File: config.mk
export PLATFORM = sky130hd
export DESIGN_NAME = multitap_keypad_text_entry_flat
export DESIGN_NICKNAME = d
export VERILOG_FILES = /design/src/rtl/core/mkte_pkg.sv /design/src/rtl/core/mkte_req_if.sv /design/src/rtl/core/mkte_rsp_if.sv /design/src/rtl/core/multitap_keypad_text_entry.sv /design/src/flat_wrapper.sv
export SDC_FILE = /design/constraint.sdc
export NUM_CORES = 1
export LEC_CHECK = 0
export BUFFER_PORTS_ARGS = -buffer_cell sky130_fd_sc_hd__buf_2
export CAP_MARGIN = 20
export CORE_MARGIN = 4
export CORE_UTILIZATION = 60
export DETAILED_ROUTE_END_ITERATION = 6
export PLACE_DENSITY = 0.89
export SLEW_MARGIN = 20
export SYNTH_ARGS = -nofsm -noshare
export SYNTH_HDL_FRONTEND = slang
export SYNTH_SLANG_ARGS = --single-unit
File: constraint.sdc
create_clock -name clock -period 13.4 [get_ports clock]
set_input_delay 2.01 -clock clock [delete_from_list [all_inputs] [get_ports clock]]
set_output_delay 2.01 -clock clock [all_outputs]
set_load 0.05 [all_outputs]
File: src/rtl/core/mkte_pkg.sv
// Package for the multi-tap keypad text entry block.
// Holds the keypad letter tables, mode codes and register indexes.
// No dependencies; compiled first.
`timescale 1ns / 1ps
`default_nettype none

package mkte_pkg;

   // Register indexes on the csr port
   localparam logic CSR_ENTRY_MODE     = 1'b0;
   localparam logic CSR_COMMIT_TIMEOUT = 1'b1;

   // Entry mode codes; the unused code behaves as lower case
   localparam logic [1:0] MODE_LOWER   = 2'd0;
   localparam logic [1:0] MODE_UPPER   = 2'd1;
   localparam logic [1:0] MODE_NUMERIC = 2'd2;

   // Function codes of an input word
   localparam logic FUNC_KEY  = 1'b0;
   localparam logic FUNC_TICK = 1'b1;

   localparam logic [7:0]  ASCII_ZERO      = 8'h30;
   localparam logic [7:0]  CASE_OFFSET     = 8'd32;
   localparam logic [3:0]  LAST_DIGIT      = 4'd9;
   localparam logic [3:0]  PUNCT_DIGIT     = 4'd0;
   localparam logic [3:0]  SPACE_DIGIT     = 4'd9;
   localparam logic [15:0] TIMEOUT_RESET   = 16'd1000;

   // Number of letters on each key
   function automatic logic [3:0] group_len(input logic [3:0] digit);
      logic [3:0] len;
      case (digit)
         4'd0:    len = 4'd12;
         4'd6:    len = 4'd4;
         4'd8:    len = 4'd4;
         4'd9:    len = 4'd2;
         default: len = 4'd3;
      endcase
      return len;
   endfunction

   // Letter at a position of a key's group (lower case)
   function automatic logic [7:0] group_char(input logic [3:0] digit,
                                             input logic [3:0] pos);
      logic [7:0] ch;
      ch = 8'h00;
      case (digit)
         4'd0: begin
            case (pos)
               4'd0:    ch = ".";
               4'd1:    ch = ",";
               4'd2:    ch = "-";
               4'd3:    ch = "?";
               4'd4:    ch = "!";
               4'd5:    ch = 8'h27;
               4'd6:    ch = "@";
               4'd7:    ch = ":";
               4'd8:    ch = ";";
               4'd9:    ch = "/";
               4'd10:   ch = "(";
               4'd11:   ch = ")";
               default: ch = ".";
            endcase
         end
         4'd9: begin
            case (pos)
               4'd1:    ch = 8'h0A;
               default: ch = " ";
            endcase
         end
         4'd6: ch = 8'(8'h70 + {4'd0, pos});
         4'd7: ch = 8'(8'h74 + {4'd0, pos});
         4'd8: ch = 8'(8'h77 + {4'd0, pos});
         default: begin
            // keys 1..5 hold three consecutive letters from 'a'
            ch = 8'(8'h61 + 8'(({4'd0, digit} - 8'd1) * 8'd3) + {4'd0, pos});
         end
      endcase
      return ch;
   endfunction

endpackage

`default_nettype wire

File: src/rtl/core/mkte_req_if.sv
// Request channel interface: one key press or timer tick per word.
// Valid/ready handshake; no dependencies.
`timescale 1ns / 1ps
`default_nettype none

interface mkte_req_if;
   logic       valid;
   logic       ready;
   logic       func;
   logic [7:0] key_code;

   modport source (output valid, output func, output key_code, input ready);
   modport sink   (input valid, input func, input key_code, output ready);
endinterface

`default_nettype wire

File: src/rtl/core/mkte_rsp_if.sv
// Response channel interface: one committed character per word.
// Valid/ready handshake; no dependencies.
`timescale 1ns / 1ps
`default_nettype none

interface mkte_rsp_if;
   logic       valid;
   logic       ready;
   logic [7:0] character;
   logic       from_timeout;

   modport source (output valid, output character, output from_timeout, input ready);
   modport sink   (input valid, input character, input from_timeout, output ready);
endinterface

`default_nettype wire

File: src/rtl/core/multitap_keypad_text_entry.sv
// Multi-tap keypad text entry: top level.
// Depends on mkte_pkg, mkte_req_if and mkte_rsp_if.
//
//   channel   dir  payload                     handshake
//   req_if    in   func, key_code              valid/ready
//   rsp_if    out  character, from_timeout     valid/ready
//   csr       in   csr_index, csr_write_data   csr_write_enable
//
// One word per cycle unless the response is held: an input register, then
// one pass of table lookup and countdown update into the response register.
// Reset (synchronous) clears all control and pending state and loads the
// register defaults. A held response stalls the processing stage;
// req_if.ready then drops once the input register is full.
`timescale 1ns / 1ps
`default_nettype none

module multitap_keypad_text_entry
   import mkte_pkg::*;
(
   input  wire logic        clock,
   input  wire logic        reset,
   mkte_req_if.sink         req_if,
   mkte_rsp_if.source       rsp_if,
   input  wire logic        csr_write_enable,
   input  wire logic        csr_index,
   input  wire logic [15:0] csr_write_data
);

   // Configuration registers
   logic [1:0]  entry_mode_ff;
   logic [15:0] timeout_ff;

   // Input register
   logic        in_valid_ff;
   logic        in_func_ff;
   logic [7:0]  in_key_ff;

   // Pending letter state
   logic        pend_valid_ff, pend_valid_in;
   logic [3:0]  pend_digit_ff, pend_digit_in;
   logic [3:0]  letter_pos_ff, letter_pos_in;
   logic [15:0] countdown_ff,  countdown_in;

   // Response register
   logic        rsp_valid_ff, rsp_valid_in;
   logic [7:0]  rsp_char_ff,  rsp_char_in;
   logic        rsp_tmo_ff,   rsp_tmo_in;

   logic        proc_go;
   logic        is_digit;
   logic [3:0]  key_digit;
   logic [3:0]  sel_digit;
   logic [3:0]  sel_pos;
   logic [7:0]  base_char;
   logic [7:0]  pend_char;
   logic [3:0]  pos_next;
   logic [15:0] restart_count;

   // Processing advances whenever the response register can take a word
   assign proc_go      = !rsp_valid_ff || rsp_if.ready;
   assign req_if.ready = !in_valid_ff || proc_go;

   assign rsp_if.valid        = rsp_valid_ff;
   assign rsp_if.character    = rsp_char_ff;
   assign rsp_if.from_timeout = rsp_tmo_ff;

   // Configuration writes
   always_ff @(posedge clock) begin
      if (reset) begin
         entry_mode_ff <= MODE_LOWER;
         timeout_ff    <= TIMEOUT_RESET;
      end else if (csr_write_enable) begin
         case (csr_index)
            CSR_ENTRY_MODE:     entry_mode_ff <= csr_write_data[1:0];
            CSR_COMMIT_TIMEOUT: timeout_ff    <= csr_write_data;
            default:            ;
         endcase
      end
   end

   // Input register
   always_ff @(posedge clock) begin
      if (reset) begin
         in_valid_ff <= 1'b0;
      end else if (req_if.ready) begin
         in_valid_ff <= req_if.valid;
      end
      if (req_if.ready && req_if.valid) begin
         in_func_ff <= req_if.func;
         in_key_ff  <= req_if.key_code;
      end
   end

   // Decode of the registered key
   assign is_digit  = (in_key_ff[7:4] == ASCII_ZERO[7:4]) && (in_key_ff[3:0] <= LAST_DIGIT);
   assign key_digit = in_key_ff[3:0];

   // Character of the pending letter, with case applied at commit
   assign sel_digit = (pend_digit_ff > LAST_DIGIT) ? PUNCT_DIGIT : pend_digit_ff;
   assign sel_pos   = (letter_pos_ff >= group_len(sel_digit)) ? 4'd0 : letter_pos_ff;
   assign base_char = group_char(sel_digit, sel_pos);
   assign pend_char = (entry_mode_ff == MODE_UPPER && sel_digit != PUNCT_DIGIT &&
                       sel_digit != SPACE_DIGIT) ? 8'(base_char - CASE_OFFSET) : base_char;

   // Next letter on a repeated press, wrapping within the group
   assign pos_next = (4'(letter_pos_ff + 4'd1) >= group_len(key_digit)) ? 4'd0
                                                                       : 4'(letter_pos_ff + 4'd1);
   assign restart_count = (timeout_ff == 16'd0) ? 16'd1 : timeout_ff;

   // One pass over the registered word
   always_comb begin
      pend_valid_in = pend_valid_ff;
      pend_digit_in = pend_digit_ff;
      letter_pos_in = letter_pos_ff;
      countdown_in  = countdown_ff;
      rsp_valid_in  = 1'b0;
      rsp_char_in   = pend_char;
      rsp_tmo_in    = 1'b0;
      if (in_valid_ff) begin
         if (in_func_ff == FUNC_TICK) begin
            if (pend_valid_ff) begin
               if (countdown_ff <= 16'd1) begin
                  rsp_valid_in  = 1'b1;
                  rsp_tmo_in    = 1'b1;
                  countdown_in  = 16'd0;
                  pend_valid_in = 1'b0;
                  letter_pos_in = 4'd0;
               end else begin
                  countdown_in = 16'(countdown_ff - 16'd1);
               end
            end
         end else if (is_digit) begin
            if (entry_mode_ff == MODE_NUMERIC) begin
               rsp_valid_in = 1'b1;
               rsp_char_in  = in_key_ff;
            end else begin
               if (pend_valid_ff && pend_digit_ff == key_digit) begin
                  letter_pos_in = pos_next;
               end else begin
                  rsp_valid_in  = pend_valid_ff;
                  letter_pos_in = 4'd0;
               end
               pend_digit_in = key_digit;
               pend_valid_in = 1'b1;
               countdown_in  = restart_count;
            end
         end
      end
   end

   // Pending state and response register
   always_ff @(posedge clock) begin
      if (reset) begin
         pend_valid_ff <= 1'b0;
         pend_digit_ff <= 4'd0;
         letter_pos_ff <= 4'd0;
         countdown_ff  <= 16'd0;
         rsp_valid_ff  <= 1'b0;
      end else if (proc_go) begin
         pend_valid_ff <= pend_valid_in;
         pend_digit_ff <= pend_digit_in;
         letter_pos_ff <= letter_pos_in;
         countdown_ff  <= countdown_in;
         rsp_valid_ff  <= rsp_valid_in;
      end
      if (proc_go && rsp_valid_in) begin
         rsp_char_ff <= rsp_char_in;
         rsp_tmo_ff  <= rsp_tmo_in;
      end
   end

`ifndef ASSERT_OFF
   // Nothing pending means the countdown and letter position are idle
   a_idle_count: assert property (@(posedge clock) disable iff (reset)
      !pend_valid_ff |-> (countdown_ff == 16'd0 && letter_pos_ff == 4'd0))
      else $error("idle pending state not cleared");

   // A pending letter always has time left on its countdown
   a_pend_count: assert property (@(posedge clock) disable iff (reset)
      pend_valid_ff |-> countdown_ff != 16'd0)
      else $error("pending letter with expired countdown");

   // The pending key is a digit and the position lies inside its group
   a_pend_pos: assert property (@(posedge clock) disable iff (reset)
      pend_valid_ff |-> (pend_digit_ff <= LAST_DIGIT &&
                         letter_pos_ff < group_len(pend_digit_ff)))
      else $error("pending letter position out of range");

   // A held response freezes the pending state
   a_stall_hold: assert property (@(posedge clock) disable iff (reset)
      (rsp_valid_ff && !rsp_if.ready) |=>
         ($stable(countdown_ff) && $stable(pend_valid_ff) && $stable(letter_pos_ff)))
      else $error("pending state moved during response stall");
`endif

endmodule

`default_nettype wire
File: src/flat_wrapper.sv
// flat-port wrapper written by rule: the top's interface ports become plain ports
module multitap_keypad_text_entry_flat import mkte_pkg::*;
  (clock, reset, csr_write_enable, csr_index, csr_write_data, req_if_valid, req_if_func, req_if_key_code, req_if_ready, rsp_if_valid, rsp_if_character, rsp_if_from_timeout, rsp_if_ready);
  mkte_req_if req_if_i ();
  mkte_rsp_if rsp_if_i ();
  input  wire logic clock;
  input  wire logic reset;
  input  wire logic csr_write_enable;
  input  wire logic csr_index;
  input  wire logic [15:0] csr_write_data;
  input wire logic [$bits(req_if_i.valid)-1:0] req_if_valid;
  input wire logic [$bits(req_if_i.func)-1:0] req_if_func;
  input wire logic [$bits(req_if_i.key_code)-1:0] req_if_key_code;
  output wire logic [$bits(req_if_i.ready)-1:0] req_if_ready;
  output wire logic [$bits(rsp_if_i.valid)-1:0] rsp_if_valid;
  output wire logic [$bits(rsp_if_i.character)-1:0] rsp_if_character;
  output wire logic [$bits(rsp_if_i.from_timeout)-1:0] rsp_if_from_timeout;
  input wire logic [$bits(rsp_if_i.ready)-1:0] rsp_if_ready;
  assign req_if_i.valid = req_if_valid;
  assign req_if_i.func = req_if_func;
  assign req_if_i.key_code = req_if_key_code;
  assign req_if_ready = req_if_i.ready;
  assign rsp_if_valid = rsp_if_i.valid;
  assign rsp_if_character = rsp_if_i.character;
  assign rsp_if_from_timeout = rsp_if_i.from_timeout;
  assign rsp_if_i.ready = rsp_if_ready;
  multitap_keypad_text_entry u_core (.clock(clock), .reset(reset), .req_if(req_if_i), .rsp_if(rsp_if_i), .csr_write_enable(csr_write_enable), .csr_index(csr_index), .csr_write_data(csr_write_data));
endmodule
Word-level counts from Yosys, hierarchy flattened
Memory sizes are Yosys's and may differ from the RTL's.
Index checks and enable logic that the tools add are counted.
- bits in registers: 63
- ROM bits: 112
- input port bits: 31
- output and inout bits: 11
- logic and storage cells: 107
- memories kept: 1
- memories (memory ; depth ; width ; read ports ; clocked after memory_dff ; write ports ; line ; RTL):
    (no name shown) ; 16 ; 7 ; 1 ; 0 ; 0 ; mkte_pkg.sv:49 ; case (pos)
- add/subtract/negate cells: 9
- $mul: 1
- magnitude comparators: 5
- equal/unequal tests: 16
- mux-type cells: 36
- bitwise operators: 3
- reductions and logical operators: 24
- operator list (operator ; count):
    $mux 16 ; 6
    $mux 8 ; 5
    $pmux 8 s5 ; 1
    $mux 4 ; 9
    $add 7x4->8 const A ; 3
    $pmux 4 s3 ; 2
    $eq 4x4->1 const B ; 4
    $le 16x1->1 const B ; 1
    $logic_not 16->1 ; 1
    $sub 16x1->16 const B ; 1
    $eq 4x3->1 const B ; 3
    $mux 1 ; 12
    $reduce_and 5->1 ; 2
    $add 7x8->8 const A ; 1
    $add 8x4->8 ; 1
    $ge 4x4->1 ; 2
    $logic_not 4->1 ; 2
    $mul 8x2->8 const B ; 1
    $sub 8x6->8 const B ; 1
    $logic_and 1x1->1 ; 6
    $mux 6 ; 1
    $reduce_and 2->1 ; 3
    $reduce_and 6->1 ; 1
    $sub 4x1->5 const B ; 1
    other kinds (18) ; 24

Logic depth before layout (Yosys ltp)
- word-level depth: 16
- gate-level depth with buffers: 23

Least setup slack after synthesis
No wires, ideal clock.
- kind: register to register
- start point: reg u_core.pend_digit_ff[3]
- end point: reg u_core.rsp_char_ff[7], in the netlist u_core.rsp_if.character[7] (data pin)
- setup time: 276 ps
- data arrival time: 4731 ps
- path slack: 8393 ps
- stages on the path, launching flop included: 23
- buffers on the path: 1
- period minus slack after synthesis: 5007 ps
- cell sequence: dfxtp_1 -> buf_2 -> nor2b_1 -> inv_1 -> ha_1 -> a21oi_1 -> nor2b_1 -> ha_1 -> nor3b_1 -> o211ai_1 -> inv_1 -> fa_1 -> ha_1 -> o21ai_0 -> nor2_1 -> o31ai_1 -> xor2_1 -> o21ai_0 -> ha_1 -> inv_1 -> or2_0 -> xor2_1 -> a21oi_2
- cells in the longest elaborated chain, start to end: 16
- elaborated cells on any way between the ends: 32
- classes of those cells: add/sub (7); mul (1); order compare (2); eq/ne (6); mux (10); reduce/logical (5); memory (1)
- ends and longest elaborated chain (element ; line ; RTL):
    from (decl) ; multitap_keypad_text_entry.sv:40 ; logic [3:0] pend_digit_ff, pend_digit_in;
    from (signal assigned) ; multitap_keypad_text_entry.sv:161 ; pend_digit_ff <= pend_digit_in;
    $gt 4x4->1 ; multitap_keypad_text_entry.sv:99 ; assign sel_digit = (pend_digit_ff > LAST_DIGIT) ? PUNCT_DIGIT : pend_digit_ff;
    $mux 4 (*) ; multitap_keypad_text_entry.sv:99 ;
    parallel branches: the longest is 9 deep, another holds $mul 8x2->8 ; n/a ;
    $mux 8 (*) ; multitap_keypad_text_entry.sv:103 ; sel_digit != SPACE_DIGIT) ? 8'(base_char - CASE_OFFSET) : base_char;
    $mux 8 ; multitap_keypad_text_entry.sv:133 ; if (entry_mode_ff == MODE_NUMERIC) begin
    $mux 8 ; multitap_keypad_text_entry.sv:132 ; end else if (is_digit) begin
    $mux 8 ; multitap_keypad_text_entry.sv:120 ; if (in_func_ff == FUNC_TICK) begin
    $mux 8 (*) ; multitap_keypad_text_entry.sv:119 ; if (in_valid_ff) begin
    net u_core.rsp_char_in[7] ; multitap_keypad_text_entry.sv:46 ; logic [7:0] rsp_char_ff, rsp_char_in;
    to (signal assigned) ; multitap_keypad_text_entry.sv:167 ; rsp_char_ff <= rsp_char_in;
    to (decl) ; multitap_keypad_text_entry.sv:46 ;
Mark *: on every way through the listed nets, which the timed path passes.
A chain may end at the register's enable or synchronous reset.

Final worst setup path
- start point: reg u_core.pend_digit_ff[1]
- end point: reg u_core.rsp_char_ff[7], in the netlist u_core.rsp_if.character[7] (data pin)
The elaborated chain is that of the path after synthesis.

==> results.py <==
metrics = {
    "outcome": {
        "status": "finished clean",
    },
    "drt": {
        "drt_iter0_drc": 287,
        "drt_first_pass_iters": 5,
        "avgRoutedWirePerCell_um": 16.7,
        "via_per_inst": 6.30,
        "wirelength_mm": 10.6,
        "ant_nets": 0,
        "num_vias": 3994,
        "drc_errors": 0,
    },
    "placed_design": {
        "gp_congestion": 1.01,
        "pre_cts_ws_ns": 7.55,
        "place_hpwl_mm": 7.73,
        "port-buffer-count": 41,
        "post_dp_cell_area_mm2": 0.00444,
    },
    "synth": {
        "synthCells": 508,
        "ys.flop_type": "dfxtp_1",
        "ys_types": 67,
        "synth.area.top_cells": "dfxtp_1, edfxtp_1, ha_1",
        "syn_avg_cell_area_um2": 8.35,
        "synth_top_area_share_pct": 21.2,
        "ys_seq_area_share_pct": 34.0,
        "synth.net_count": 578,
        "yosysTopAreaCell": "dfxtp_1",
        "async_reset_ff_share_pct": 0,
        "yosysWarningCount": 0,
        "syn-cell-area_mm2": 0.00424,
        "synth-seq-cells": 63,
        "synth_edf_count": 18,
    },
    "floorplan": {
        "initial_utilization_pct": 62.1,
        "core-area_mm2": 0.00683,
        "io_pins": 42,
        "die_w_um": 92.1,
        "rows": 30,
        "die_area_mm2": 0.00848,
        "die_h_um": 92.1,
    },
    "pwr": {
        "powerDensity_mw_per_mm2": 92.5,
        "ir_worst_vdd_uv": 100,
        "power_leakage_nw": 1.92,
    },
    "clock_network": {
        "clkLatencyLatePin_ns": 0.34,
        "htreeDepth": 3,
        "cts_buffers": 9,
        "holdBufCountCts": 0,
        "clock_tree.buffer_depth": 2,
        "cts_tree": "done",
        "root_buffer": "clkbuf_8",
        "post_cts_buffers": 0,
        "clk_pin_slew_worst_paths_ns": 0.07,
        "cts-resized-gates": 0,
        "cts_num_sinks": 63,
    },
    "job": {
        "drv_cap": 0,
    },
    "cells_and_area": {
        "syn_to_final_growth_pct": 10.5,
        "diodes": 0,
        "layout-drive-gt1-share_pct": 12.8,
        "final_common_cell": "nand2_1",
        "utilization_pct": 68.6,
        "final_area_mm2": 0.00469,
        "nets": 603,
        "layout_common_cells": "nand2_1, dfxtp_1, a21oi_1, buf_2",
    },
    "critical_path": {
        "path_class": "reg2reg",
        "crit_fanout": 10,
        "cp-end-kind": "flop",
        "required_ns": 13.46,
        "start_kind": "flop",
        "arrival_ns": 5.98,
    },
    "timing": {
        "slew_headroom_pct": 34.3,
        "period_minus_slack_ns": 5.92,
        "rsz0062_at_grt": "no",
        "worst_slack_ns": 7.48,
        "slew_violations": 0,
        "skew_ns": 0.00984,
        "tightest_slew_ns": 0.976,
        "setup_tns_ns": 0,
        "fmax_ghz": 0.169,
        "post-route-period-util_pct": 44.2,
        "timing_hold_violations_final": 0,
        "setup_violations": 0,
    },
    "global_route": {
        "globalRouteTotalUtil_pct": 25.7,
        "antenna_found_initial": 0,
        "grt_pass1_wl_mm": 17.7,
        "grt_max_degree": 35,
        "gr-total-overflow": 0,
        "first_global_vias": 3725,
    },
    "hold_path": {
        "hold_class": "reg2reg",
    },
}
## sequential cells by signal (all words and copies together) (netlist names)
name and count:
u_core.in_valid_ff 1, u_core.rsp_if.from_timeout 1, u_core.pend_valid_ff 1, u_core.countdown_ff 16, u_core.pend_digit_ff 4, u_core.timeout_ff 16, u_core.letter_pos_ff 4, u_core.in_func_ff 1
u_core.rsp_if.character 8, u_core.in_key_ff 8, u_core.rsp_if.valid 1, u_core.entry_mode_ff 2
## final timing paths
| path | start | slack [ns] | depth (start not counted) | endpoint |
|---|---|---|---|---|
| worst max-delay path | u_core.pend_digit_ff[1] | 7.48 | 21 | u_core.rsp_if.character[7] |
| worst min-delay path | u_core.countdown_ff[15] | 0.46 | 2 | u_core.countdown_ff[15] |
| worst max register to register | u_core.pend_digit_ff[1] | 7.48 | 21 | u_core.rsp_if.character[7] |
| worst min register to register | u_core.countdown_ff[15] | 0.46 | 2 | u_core.countdown_ff[15] |
## worst max-delay path, cell delays in order, from the launching register on
cell and delay, ns:
dfxtp_1 0.52, nor2b_1 0.41, inv_1 0.16, ha_1 0.30, a21oi_1 0.24, nor2b_1 0.17, ha_1 0.24, nor3b_1 0.39
o211ai_1 0.43, inv_1 0.24, fa_1 0.44, ha_1 0.36, o21ai_0 0.16, nor2_1 0.08, o31ai_1 0.33, xor2_1 0.12
o21ai_0 0.32, ha_1 0.22, inv_1 0.04, or2_0 0.22, xor2_1 0.23, a21oi_2 0.05
## report_power, final
group	switching, mW	internal [mW]	total [mW]
logic	0.0159	0.0112	0.0271
registers	0.00570	0.200	0.206
clock network	0.0767	0.124	0.201
## layer usage
metal	track usage [%]	vias up	wire length (um)
li1	-	1891	-
met1	32.4	1857	4400
met2	43.5	203	5040
met3	5.50	43	862
met4	9.16	0	303
met5	0	-	0
## cell usage after synthesis (6+ instances only)
master	count
a21oi_1	41
a32o_1	7
clkbuf_1	21
dfxtp_1	45
edfxtp_1	18
ha_1	35
inv_1	28
nand2_1	69
nand2b_1	7
nand3_1	8
nor2_1	37
nor2b_1	8
nor3_1	15
nor4_1	7
o211ai_1	9
o21ai_0	37
xnor2_1	6
xor2_1	11
## cells by family (layout without fill, tap and decap cells)
logic type / after synthesis / after routing / synth area share, %
AO/OA/AOI/OAI: 146 / 146 / 22.5
adder cells (fa/ha/maj): 39 / 39 / 12.2
flip-flops: 63 / 63 / 34.0
multiplexers: 2 / 2 / 0.501
AND/OR/NAND/NOR: 185 / 185 / 21.8
XOR/XNOR: 17 / 17 / 3.51
buffers and inverters: 56 / 86 / 5.49
## through the flow
step	cells	power, mW	hold slack [ns]
global route	634	0.449	0.508
finish	634	0.434	0.456
floorplan	508	0.226	0.427
global placement	618	0.235	0.435
CTS	634	0.434	0.459
detailed placement	618	0.236	0.449
## layout make-up
| type | instances | area [um^2] |
|---|---|---|
| Clock buffer | 9 | 124 |
| Clock inverter | 7 | 119 |
| Fill cell | 533 | 2150 |
| Inverter | 29 | 109 |
| Multi-Input combinational cell | 389 | 2570 |
| Sequential cell | 63 | 1440 |
| Tap cell | 96 | 120 |
| Timing Repair Buffer | 41 | 205 |
(Power assumes the default switching activity.)
